### src/rtl/core/id_range_prefetch_dispenser_macros.svh
// Assertion macros shared by the ID range prefetch dispenser RTL.
`ifndef ID_RANGE_PREFETCH_DISPENSER_MACROS_SVH
`define ID_RANGE_PREFETCH_DISPENSER_MACROS_SVH

// The condition must hold at every clock edge out of reset.
`define IDRPD_ASSERT_ALWAYS(label, clk, rst_n, cond) \
  label: assert property (@(posedge clk) disable iff (!rst_n) (cond)) \
    else $error("idrpd assertion failed");

// The consequent must hold in the same cycle as the antecedent.
`define IDRPD_ASSERT_IMPL(label, clk, rst_n, ante, cons) \
  label: assert property (@(posedge clk) disable iff (!rst_n) (ante) |-> (cons)) \
    else $error("idrpd assertion failed");

// The consequent must hold in the cycle after the antecedent.
`define IDRPD_ASSERT_NEXT(label, clk, rst_n, ante, cons) \
  label: assert property (@(posedge clk) disable iff (!rst_n) (ante) |=> (cons)) \
    else $error("idrpd assertion failed");

`endif

### src/rtl/core/idrpd_pkg.sv
// Types, constants and codes of the ID range prefetch dispenser.
package idrpd_pkg;

  localparam int QUEUE_DEPTH = 8;
  localparam int MAX_RESULTS = 8;

  localparam int QIDX_W = (QUEUE_DEPTH > 1) ? $clog2(QUEUE_DEPTH) : 1;
  localparam int QCNT_W = $clog2(QUEUE_DEPTH + 1);
  localparam int RIDX_W = (MAX_RESULTS > 1) ? $clog2(MAX_RESULTS) : 1;
  localparam int RCNT_W = $clog2(MAX_RESULTS + 1);

  localparam int ID_W    = 63;
  localparam int LEN_W   = 24;
  localparam int VOL_W   = 32;
  localparam int ENTRY_W = ID_W + LEN_W;

  localparam logic [LEN_W-1:0] PREFETCH_RESET  = 24'd4096;
  localparam logic [LEN_W-1:0] LOW_WATER_RESET = 24'd1024;

  typedef enum logic [1:0] {
    OP_REQUEST = 2'd0,
    OP_REFILL  = 2'd1,
    OP_FAIL    = 2'd2
  } op_t;

  typedef enum logic [1:0] {
    STATUS_DONE  = 2'd0,
    STATUS_WAIT  = 2'd1,
    STATUS_ERROR = 2'd2,
    STATUS_FULL  = 2'd3
  } status_t;

  typedef enum logic {
    CFG_PREFETCH_SIZE = 1'b0,
    CFG_LOW_WATER     = 1'b1
  } cfg_reg_t;

  typedef enum logic [2:0] {
    S_IDLE,
    S_READ,
    S_CALC,
    S_FINISH,
    S_DRAIN
  } seq_state_t;

endpackage

### src/rtl/core/idrpd_ram.sv
// Generic single-write, single-read RAM with registered read data.
module idrpd_ram #(
  parameter int WIDTH = 8,
  parameter int DEPTH = 8
) (
  input  logic                                       clk,
  input  logic                                       we,
  input  logic [((DEPTH > 1) ? $clog2(DEPTH) : 1)-1:0] waddr,
  input  logic [WIDTH-1:0]                           wdata,
  input  logic                                       re,
  input  logic [((DEPTH > 1) ? $clog2(DEPTH) : 1)-1:0] raddr,
  output logic [WIDTH-1:0]                           rdata
);

  logic [WIDTH-1:0] mem [DEPTH];

  always_ff @(posedge clk) begin
    if (we) begin
      mem[waddr] <= wdata;
    end
    if (re) begin
      rdata <= mem[raddr];
    end
  end

endmodule

### src/rtl/core/id_range_prefetch_dispenser.sv
// Top level of the ID range prefetch dispenser: range queue, sequencer and result buffer.
//
// The block holds up to QUEUE_DEPTH prefetched ID ranges in a small RAM and
// serves requests from the head range onward. An input transaction is taken
// only while the sequencer is idle. A request or a resumed request has an
// accept step, a queue RAM read then the shared take/update step for each
// granted piece, a finish step and the delivery of its results, one per
// granted piece or one for a status-only answer; the registered read of the
// single queue RAM port is why each piece needs its own read step. A request
// while another one waits and a failure with a pending request go from the
// accept step straight to delivering one status-only result. A refill without
// a pending request, a failure without a pending request and ignored
// transactions end in the accept step and give no result.
// Up to MAX_RESULTS grant pieces come from one input; every result of an input
// carries the same status, and a fetch launch is flagged on the last one.
`include "id_range_prefetch_dispenser_macros.svh"

module id_range_prefetch_dispenser
  import idrpd_pkg::*;
(
  input  logic             clk,
  input  logic             rst_n,
  input  logic             cfg_we,
  input  logic             cfg_index,
  input  logic [LEN_W-1:0] cfg_data,
  input  logic             in_valid,
  output logic             in_stall,
  input  logic [1:0]       in_operation,
  input  logic [LEN_W-1:0] in_request_length,
  input  logic [ID_W-1:0]  in_range_start,
  output logic             out_valid,
  input  logic             out_stall,
  output logic [ID_W-1:0]  out_grant_start,
  output logic [LEN_W-1:0] out_grant_length,
  output logic             out_last_piece,
  output logic             out_fetch_launch,
  output logic [LEN_W-1:0] out_fetch_length,
  output logic [1:0]       out_status
);

  seq_state_t state_r, state_nxt;

  logic [LEN_W-1:0]  prefetch_size_r;
  logic [LEN_W-1:0]  low_water_r;
  logic [QIDX_W-1:0] head_r, head_nxt;
  logic [QCNT_W-1:0] entry_count_r, entry_count_nxt;
  logic [VOL_W-1:0]  held_volume_r, held_volume_nxt;
  logic              fetch_busy_r, fetch_busy_nxt;
  logic [LEN_W-1:0]  outstanding_r, outstanding_nxt;
  logic [LEN_W-1:0]  pending_r, pending_nxt;
  logic [LEN_W-1:0]  owed_r, owed_nxt;
  logic [RCNT_W-1:0] res_cnt_r, res_cnt_nxt;
  logic [RIDX_W-1:0] drain_idx_r, drain_idx_nxt;
  status_t           fin_status_r, fin_status_nxt;
  logic              fin_launch_r, fin_launch_nxt;
  logic [LEN_W-1:0]  fin_flen_r, fin_flen_nxt;

  logic [ID_W-1:0]   buf_start_r [MAX_RESULTS];
  logic [LEN_W-1:0]  buf_len_r   [MAX_RESULTS];
  logic              buf_we;
  logic [RIDX_W-1:0] buf_widx;
  logic [ID_W-1:0]   buf_wstart;
  logic [LEN_W-1:0]  buf_wlen;

  logic              out_valid_r;
  logic [ID_W-1:0]   out_grant_start_r;
  logic [LEN_W-1:0]  out_grant_length_r;
  logic              out_last_piece_r;
  logic              out_fetch_launch_r;
  logic [LEN_W-1:0]  out_fetch_length_r;
  status_t           out_status_r;

  logic               ram_we;
  logic [QIDX_W-1:0]  ram_waddr;
  logic [ENTRY_W-1:0] ram_wdata;
  logic               ram_re;
  logic [ENTRY_W-1:0] ram_rdata;

  logic              in_accept;
  logic              queue_full;
  logic              append_ok;
  logic [QCNT_W-1:0] refill_count;
  logic [QIDX_W:0]   tail_sum;
  logic [QIDX_W-1:0] tail_idx;
  logic [QIDX_W-1:0] head_inc;
  logic [ID_W-1:0]   rd_start;
  logic [LEN_W-1:0]  rd_len;
  logic [LEN_W-1:0]  take;
  logic [LEN_W-1:0]  rest_len;
  logic              pop;
  logic [LEN_W-1:0]  owed_left;
  logic [QCNT_W-1:0] count_left;
  logic [RCNT_W-1:0] res_cnt_inc;
  logic              serve_more;
  logic [LEN_W-1:0]  eff_prefetch;
  logic [LEN_W-1:0]  owed_fetch;
  logic              below_water;
  logic              out_free;
  logic              out_load;
  logic              is_last;

  idrpd_ram #(
    .WIDTH (ENTRY_W),
    .DEPTH (QUEUE_DEPTH)
  ) u_queue_ram (
    .clk   (clk),
    .we    (ram_we),
    .waddr (ram_waddr),
    .wdata (ram_wdata),
    .re    (ram_re),
    .raddr (head_r),
    .rdata (ram_rdata)
  );

  assign in_accept    = in_valid && (state_r == S_IDLE);
  assign in_stall     = (state_r != S_IDLE);
  assign queue_full   = (entry_count_r >= QCNT_W'(QUEUE_DEPTH));
  assign append_ok    = fetch_busy_r && (outstanding_r != '0) && !queue_full;
  assign refill_count = append_ok ? entry_count_r + QCNT_W'(1) : entry_count_r;

  // Tail slot is head plus count, folded back once into the queue depth.
  assign tail_sum = {1'b0, head_r} + (QIDX_W + 1)'(entry_count_r);
  assign tail_idx = (tail_sum >= (QIDX_W + 1)'(QUEUE_DEPTH)) ?
                    QIDX_W'(tail_sum - (QIDX_W + 1)'(QUEUE_DEPTH)) :
                    QIDX_W'(tail_sum);
  assign head_inc = (head_r == QIDX_W'(QUEUE_DEPTH - 1)) ? '0 : head_r + QIDX_W'(1);

  // Shared take/update step on the head entry.
  assign rd_start    = ram_rdata[ENTRY_W-1:LEN_W];
  assign rd_len      = ram_rdata[LEN_W-1:0];
  assign take        = (rd_len < owed_r) ? rd_len : owed_r;
  assign rest_len    = rd_len - take;
  assign pop         = (rest_len == '0);
  assign owed_left   = owed_r - take;
  assign count_left  = pop ? entry_count_r - QCNT_W'(1) : entry_count_r;
  assign res_cnt_inc = res_cnt_r + RCNT_W'(1);
  assign serve_more  = (owed_left != '0) && (count_left != '0) &&
                       (res_cnt_inc < RCNT_W'(MAX_RESULTS));

  assign eff_prefetch = (prefetch_size_r == '0) ? LEN_W'(1) : prefetch_size_r;
  assign owed_fetch   = (owed_r > eff_prefetch) ? owed_r : eff_prefetch;
  assign below_water  = (held_volume_r < VOL_W'(low_water_r));

  assign out_free = !out_valid_r || !out_stall;
  assign out_load = (state_r == S_DRAIN) && out_free;
  assign is_last  = ((RCNT_W'(drain_idx_r) + RCNT_W'(1)) == res_cnt_r);

  // Next state.
  always_comb begin
    state_nxt = state_r;
    case (state_r)
      S_IDLE: begin
        if (in_accept) begin
          case (in_operation)
            OP_REQUEST: begin
              if (pending_r != '0) begin
                state_nxt = S_DRAIN;
              end else if ((in_request_length != '0) && (entry_count_r != '0)) begin
                state_nxt = S_READ;
              end else begin
                state_nxt = S_FINISH;
              end
            end
            OP_REFILL: begin
              if (fetch_busy_r && (pending_r != '0)) begin
                state_nxt = (refill_count != '0) ? S_READ : S_FINISH;
              end
            end
            OP_FAIL: begin
              if (fetch_busy_r && (pending_r != '0)) begin
                state_nxt = S_DRAIN;
              end
            end
            default: state_nxt = S_IDLE;
          endcase
        end
      end
      S_READ:   state_nxt = S_CALC;
      S_CALC:   state_nxt = serve_more ? S_READ : S_FINISH;
      S_FINISH: state_nxt = S_DRAIN;
      S_DRAIN: begin
        if (out_load && is_last) begin
          state_nxt = S_IDLE;
        end
      end
      default: state_nxt = S_IDLE;
    endcase
  end

  // Datapath and control outputs.
  always_comb begin
    head_nxt        = head_r;
    entry_count_nxt = entry_count_r;
    held_volume_nxt = held_volume_r;
    fetch_busy_nxt  = fetch_busy_r;
    outstanding_nxt = outstanding_r;
    pending_nxt     = pending_r;
    owed_nxt        = owed_r;
    res_cnt_nxt     = res_cnt_r;
    drain_idx_nxt   = drain_idx_r;
    fin_status_nxt  = fin_status_r;
    fin_launch_nxt  = fin_launch_r;
    fin_flen_nxt    = fin_flen_r;
    ram_we          = 1'b0;
    ram_waddr       = head_r;
    ram_wdata       = '0;
    ram_re          = 1'b0;
    buf_we          = 1'b0;
    buf_widx        = RIDX_W'(res_cnt_r);
    buf_wstart      = '0;
    buf_wlen        = '0;

    case (state_r)
      S_IDLE: begin
        if (in_accept) begin
          case (in_operation)
            OP_REQUEST: begin
              if (pending_r != '0) begin
                // A second request while one waits gets a status-only answer.
                buf_we         = 1'b1;
                buf_widx       = '0;
                res_cnt_nxt    = RCNT_W'(1);
                drain_idx_nxt  = '0;
                fin_status_nxt = STATUS_WAIT;
                fin_launch_nxt = 1'b0;
                fin_flen_nxt   = '0;
              end else begin
                owed_nxt    = in_request_length;
                res_cnt_nxt = '0;
              end
            end
            OP_REFILL: begin
              if (fetch_busy_r) begin
                fetch_busy_nxt  = 1'b0;
                outstanding_nxt = '0;
                if (append_ok) begin
                  ram_we          = 1'b1;
                  ram_waddr       = tail_idx;
                  ram_wdata       = {in_range_start, outstanding_r};
                  entry_count_nxt = entry_count_r + QCNT_W'(1);
                  held_volume_nxt = held_volume_r + VOL_W'(outstanding_r);
                end
                owed_nxt    = pending_r;
                res_cnt_nxt = '0;
              end
            end
            OP_FAIL: begin
              if (fetch_busy_r) begin
                fetch_busy_nxt  = 1'b0;
                outstanding_nxt = '0;
                if (pending_r != '0) begin
                  pending_nxt    = '0;
                  buf_we         = 1'b1;
                  buf_widx       = '0;
                  res_cnt_nxt    = RCNT_W'(1);
                  drain_idx_nxt  = '0;
                  fin_status_nxt = STATUS_ERROR;
                  fin_launch_nxt = 1'b0;
                  fin_flen_nxt   = '0;
                end
              end
            end
            default: begin
            end
          endcase
        end
      end
      S_READ: begin
        ram_re = 1'b1;
      end
      S_CALC: begin
        ram_we          = 1'b1;
        ram_waddr       = head_r;
        ram_wdata       = {rd_start + ID_W'(take), rest_len};
        buf_we          = 1'b1;
        buf_wstart      = rd_start;
        buf_wlen        = take;
        res_cnt_nxt     = res_cnt_inc;
        held_volume_nxt = held_volume_r - VOL_W'(take);
        owed_nxt        = owed_left;
        entry_count_nxt = count_left;
        if (pop) begin
          head_nxt = head_inc;
        end
      end
      S_FINISH: begin
        fin_launch_nxt = 1'b0;
        fin_flen_nxt   = '0;
        fin_status_nxt = STATUS_DONE;
        drain_idx_nxt  = '0;
        if (owed_r != '0) begin
          if (fetch_busy_r) begin
            pending_nxt    = owed_r;
            fin_status_nxt = STATUS_WAIT;
          end else if (queue_full) begin
            pending_nxt    = '0;
            fin_status_nxt = STATUS_FULL;
          end else begin
            fin_launch_nxt  = 1'b1;
            fin_flen_nxt    = owed_fetch;
            fetch_busy_nxt  = 1'b1;
            outstanding_nxt = owed_fetch;
            pending_nxt     = owed_r;
            fin_status_nxt  = STATUS_WAIT;
          end
        end else begin
          pending_nxt = '0;
          if (!fetch_busy_r && below_water) begin
            if (queue_full) begin
              fin_status_nxt = STATUS_FULL;
            end else begin
              fin_launch_nxt  = 1'b1;
              fin_flen_nxt    = eff_prefetch;
              fetch_busy_nxt  = 1'b1;
              outstanding_nxt = eff_prefetch;
            end
          end
        end
        // Nothing granted: one status-only result stands in.
        if (res_cnt_r == '0) begin
          buf_we      = 1'b1;
          buf_widx    = '0;
          res_cnt_nxt = RCNT_W'(1);
        end
      end
      S_DRAIN: begin
        if (out_load) begin
          drain_idx_nxt = drain_idx_r + RIDX_W'(1);
        end
      end
      default: begin
      end
    endcase
  end

  always_ff @(posedge clk) begin
    if (!rst_n) begin
      state_r         <= S_IDLE;
      prefetch_size_r <= PREFETCH_RESET;
      low_water_r     <= LOW_WATER_RESET;
      head_r          <= '0;
      entry_count_r   <= '0;
      held_volume_r   <= '0;
      fetch_busy_r    <= 1'b0;
      outstanding_r   <= '0;
      pending_r       <= '0;
      owed_r          <= '0;
      res_cnt_r       <= '0;
      drain_idx_r     <= '0;
      fin_status_r    <= STATUS_DONE;
      fin_launch_r    <= 1'b0;
      fin_flen_r      <= '0;
      out_valid_r     <= 1'b0;
    end else begin
      state_r       <= state_nxt;
      head_r        <= head_nxt;
      entry_count_r <= entry_count_nxt;
      held_volume_r <= held_volume_nxt;
      fetch_busy_r  <= fetch_busy_nxt;
      outstanding_r <= outstanding_nxt;
      pending_r     <= pending_nxt;
      owed_r        <= owed_nxt;
      res_cnt_r     <= res_cnt_nxt;
      drain_idx_r   <= drain_idx_nxt;
      fin_status_r  <= fin_status_nxt;
      fin_launch_r  <= fin_launch_nxt;
      fin_flen_r    <= fin_flen_nxt;
      if (cfg_we) begin
        case (cfg_index)
          CFG_PREFETCH_SIZE: prefetch_size_r <= cfg_data;
          CFG_LOW_WATER:     low_water_r     <= cfg_data;
          default: begin
          end
        endcase
      end
      if (out_load) begin
        out_valid_r <= 1'b1;
      end else if (!out_stall) begin
        out_valid_r <= 1'b0;
      end
    end
  end

  // Result buffer and output payload registers.
  always_ff @(posedge clk) begin
    if (buf_we) begin
      buf_start_r[buf_widx] <= buf_wstart;
      buf_len_r[buf_widx]   <= buf_wlen;
    end
    if (out_load) begin
      out_grant_start_r  <= buf_start_r[drain_idx_r];
      out_grant_length_r <= buf_len_r[drain_idx_r];
      out_last_piece_r   <= is_last;
      out_fetch_launch_r <= is_last && fin_launch_r;
      out_fetch_length_r <= is_last ? fin_flen_r : '0;
      out_status_r       <= fin_status_r;
    end
  end

  assign out_valid        = out_valid_r;
  assign out_grant_start  = out_grant_start_r;
  assign out_grant_length = out_grant_length_r;
  assign out_last_piece   = out_last_piece_r;
  assign out_fetch_launch = out_fetch_launch_r;
  assign out_fetch_length = out_fetch_length_r;
  assign out_status       = out_status_r;

  `IDRPD_ASSERT_ALWAYS(a_count_bound, clk, rst_n, entry_count_r <= QCNT_W'(QUEUE_DEPTH))
  `IDRPD_ASSERT_IMPL(a_pending_has_fetch, clk, rst_n,
                     (state_r == S_IDLE) && (pending_r != '0), fetch_busy_r)
  `IDRPD_ASSERT_IMPL(a_empty_no_volume, clk, rst_n,
                     (state_r == S_IDLE) && (entry_count_r == '0), held_volume_r == '0)
  `IDRPD_ASSERT_NEXT(a_last_ends_item, clk, rst_n, out_load && is_last,
                     (state_r == S_IDLE) && out_valid_r && out_last_piece_r)

endmodule
### config.mk
export PLATFORM = sky130hd
export DESIGN_NAME = id_range_prefetch_dispenser
export DESIGN_NICKNAME = d
export VERILOG_FILES = /design/src/rtl/core/idrpd_pkg.sv /design/src/rtl/core/idrpd_ram.sv /design/src/rtl/core/id_range_prefetch_dispenser.sv
export VERILOG_INCLUDE_DIRS = /design/src /design/src/rtl/core
export SDC_FILE = /design/constraint.sdc
export NUM_CORES = 2
export LEC_CHECK = 0
export ABC_CLOCK_PERIOD_IN_PS = 13470
export BUFFER_PORTS_ARGS = -buffer_cell sky130_fd_sc_hd__buf_2
export CORE_ASPECT_RATIO = 0.7
export CORE_MARGIN = 5
export CORE_UTILIZATION = 30
export DETAILED_ROUTE_END_ITERATION = 10
export GPL_ROUTABILITY_DRIVEN = 0
export GPL_TIMING_DRIVEN = 1
export SLEW_MARGIN = 40
export SYNTH_ARGS = -nofsm -noshare
export SYNTH_HDL_FRONTEND = slang
export SYNTH_SLANG_ARGS = --single-unit
export TNS_END_PERCENT = 5
### constraint.sdc
create_clock -name clk -period 13.47 [get_ports clk]
set_input_delay 4.041 -clock clk [delete_from_list [all_inputs] [get_ports clk]]
set_output_delay 4.041 -clock clk [all_outputs]
set_load 0.05 [all_outputs]
==> out/metrics.csv <==
stage;metric;value;unit
cts;post-cts-setup-buffer-count;0;
power;p_leak;29.9;nW
timing;hold_violations;0;
drt;routedWlPerCell;24.5;um
cts;root_buffer;clkbuf_16;
logic_synthesis;netlist.top_cell.by_area;edfxtp_1;
logic_synthesis;synthTopCellsByArea;edfxtp_1 62%, mux4_2 10%, dfxtp_1 5.1%;
logic_synthesis;synth_cell_type_count;91;
logic_synthesis;yosysMostFrequentCell;edfxtp_1;
place;hpwl;139;mm
logic_synthesis;syn_area_per_cell;16.0;um2
cts;cts_buffers;178;
cts;insertion_delay;0.83;ns
worst_setup_path;r2r-end;u_queue_ram.mem[0][79];
worst_setup_path;critPathLaunchType;register;
drt;drc;0;
floorplan;die_area;0.267;mm2
timing;worst_pin_slew;0.880;ns
cts;clkTransAtPathRegs;0.06;ns
drt;first_iter_violations;4644;
worst_setup_path;r2r_cells;23;
layout;nFillCells;24100;
job;max_cap_violations;0;
grt;antenna_found_initial;28;
worst_hold_path;holdCritPathClass;reg -> reg;
logic_synthesis;syn_area;0.0771;mm2
timing;fmax;127;MHz
floorplan;die-width;616;um
grt;grt_pass1_wl;305;mm
worst_setup_path;reg2reg_slack;5.63;ns
grt;grt_max_degree;92;
layout;area_growth;15.2;%
power;p_comb_frac;0.284;
logic_synthesis;synth_top_cells_by_count;1594 x edfxtp_1, 348 x mux4_2, 333 x nand2_1;
run_status;status;finished clean;
timing;report.final.slew_viol_count;0;
drt;dr.pass1.iters;5;
logic_synthesis;ys_seq_area_frac;0.673;
power;p_int;11.3;mW
cts;htree_num_levels;4;
layout;nets;5394;
power;power_density;189;mW/mm2
power;p_clk_frac;0.304;
worst_setup_path;r2r-start;owed_r[11];
logic_synthesis;syn_inst;4813;
logic_synthesis;synth_top_area_share;0.621;
drt;ant_nets;0;
cts;cts_tree;done;
worst_setup_path;path_max_fanout;27;
worst_setup_path;critical_path_class;reg -> reg;
timing;setup_viol;0;
timing;timing.hold.ws;0.446;ns
timing;fin_tns_setup;0;ns
logic_synthesis;synth_edf_count;1594;
floorplan;core.rowCount;155;
timing;slew_headroom;0.396;
grt;track_usage;0.154;
power;pwr-share-seq;0.412;
logic_synthesis;synth_ff_type;edfxtp_1;
cts;clk_path_buf_depth;3;
power;p_switching;5.47;mW
timing;postLayoutSetupSlackWorst;5.63;ns
power;max-vdd-ir-drop;0.144;mV
timing;finalCriticalPeriod;7.84;ns
cts;cts_hold_buffers;0;
floorplan;core_area;0.255;mm2
drt;routed_wl;211;mm
logic_synthesis;ys_warn_count;0;
timing;rsz0062_at_grt;no;
drt;viasPerCell;5.13;
grt;first_global_vias;43300;
logic_synthesis;syn-num-nets;5121;
power;swShare;0.326;
worst_hold_path;holdPathStages;1;
worst_setup_path;cp-end-kind;register;
place;pre_cts_slack;4.92;ns
worst_setup_path;cp_data_required_time;13.93;ns
floorplan;num_io_pins;236;
timing;finalClockSkew;0.0674;ns
layout;drive_above_1_share;0.234;
worst_setup_path;endpoint;u_queue_ram.mem[0][79];
grt;overflow;0;
floorplan;fp.dieH;434;um
logic_synthesis;ys_ff_latch;1792;
worst_setup_path;worstPathArrival;8.31;ns
place;io_buffers;235;
logic_synthesis;postSynth.asyncResetShare;0;
cts;cts.repair.resized;0;
drt;vias;44200;
worst_setup_path;critPathLaunch;owed_r[11];
floorplan;initial_core_util;0.302;
cts;cts_num_sinks;1792;
timing;min_period_over_period;0.582;
[final cells by class]
| cell class | count | area (um2) | share of cell area |
|---|---|---|---|
| Inverter | 146 | 551 | 0.00620 |
| Sequential cell | 1792 | 51900 | 0.584 |
| Tap cell | 3375 | 4220 | 0.0475 |
| Antenna cell | 6 | 15.0 | 0.000169 |
| Clock inverter | 124 | 1340 | 0.0151 |
| Clock buffer | 209 | 4650 | 0.0524 |
| Timing Repair Buffer | 333 | 2160 | 0.0244 |
| Multi-Input combinational cell | 2635 | 24000 | 0.270 |
[state kept, by name, indices dropped and copies added, names as in the netlist, 4 cells and up]
signal	count
u_queue_ram.mem	696
buf_start_r	504
buf_len_r	192
u_queue_ram.rdata	87
out_grant_start	63
held_volume_r	32
fin_flen_r	24
low_water_r	24
out_fetch_length	24
out_grant_length	24
outstanding_r	24
owed_r	24
pending_r	24
prefetch_size_r	24
entry_count_r	4
res_cnt_r	4
[stage by stage]
step,cell area [um2],std cells,utilization,power (mW)
CTS,88700,8610,0.347,16.8
finish,88800,8620,0.348,16.8
global placement,82400,8268,0.323,11.6
detailed placement,82700,8277,0.324,11.7
floorplan,77100,4813,-,10.2
global route,88800,8615,0.348,17.5
[how the worst min path moves through the flow]
stage	from	to	slack, ns
3_3_place_gp	fin_flen_r[1]	fin_flen_r[1]	0.43
5_1_grt	fin_flen_r[12]	fin_flen_r[12]	0.46
4_1_cts	fin_flen_r[19]	fin_flen_r[19]	0.45
3_5_place_dp	fin_flen_r[23]	fin_flen_r[23]	0.43
2_1_floorplan	fin_status_r[0]	out_status[0]	0.41
6_report	fin_flen_r[1]	fin_flen_r[1]	0.45
[cell families after synthesis]
kind of cell / Yosys count / share of synthesized area
and+or+nand+nor: 945 / 0.0596
buffers and inverters: 386 / 0.0192
adders and majority gates: 189 / 0.0312
muxes: 597 / 0.137
DFF: 1792 / 0.673
AOI/OAI and AO/OA: 753 / 0.0634
xor gates and xnor gates: 151 / 0.0172
[power by group through the flow]
stage	registers, mW	logic (mW)	clock network (mW)
final	6.91	4.75	5.09
after global routing	6.93	5.14	5.44
after CTS	6.91	4.69	5.21
after detailed placement	7.02	4.66	0
after global placement	7.04	4.57	0
after floorplan	7.14	3.10	0
[placed cells by master, fill, tap and decap left out, types with 26 or more instances in the layout]
cell	n
inv_1	145
nor4_1	38
nor2_1	185
a21o_1	117
nand4_1	28
a22oi_1	30
o211ai_1	35
nand3_1	47
mux4_2	348
mux2_2	177
clkinv_2	41
and3_1	80
dfxtp_1	191
and2_1	41
ha_1	183
mux2i_1	70
clkinv_1	31
buf_4	63
o21ai_0	117
o21a_1	26
buf_2	235
nor3_1	36
xnor2_1	101
xor2_1	50
a21oi_1	215
edfxtp_1	1594
o21ai_1	45
nand2_1	331
clkbuf_16	180
nor2b_1	28
[critical path: stages (launching register included)]
cell and delay [ns]:
dfxtp_1 0.51, inv_1 0.11, ha_1 0.35, a21oi_1 0.18
o21ai_0 0.11, a2111o_1 0.42, a41oi_1 0.37, o21ai_0 0.26
a21boi_4 0.18, buf_4 0.40, mux2i_2 0.77, inv_1 0.38
ha_1 0.38, a21o_1 0.18, a21o_1 0.20, a21oi_1 0.23
o21bai_1 0.18, a211oi_1 0.51, nor4_1 0.18, o31ai_4 0.24
buf_4 0.35, nor4_1 0.12, xnor2_1 0.17, o21ai_0 0.64
[routing by layer]
layer | vias to the layer above | wire length (um) | GRT usage
met2 | 1645 | 94000 | 0.233
met4 | 4 | 5000 | 0.0397
met3 | 291 | 17100 | 0.0337
met5 | - | 22 | 0
met1 | 22800 | 94800 | 0.223
li1 | 19500 | - | -
Power figures use the tool's default switching activity.
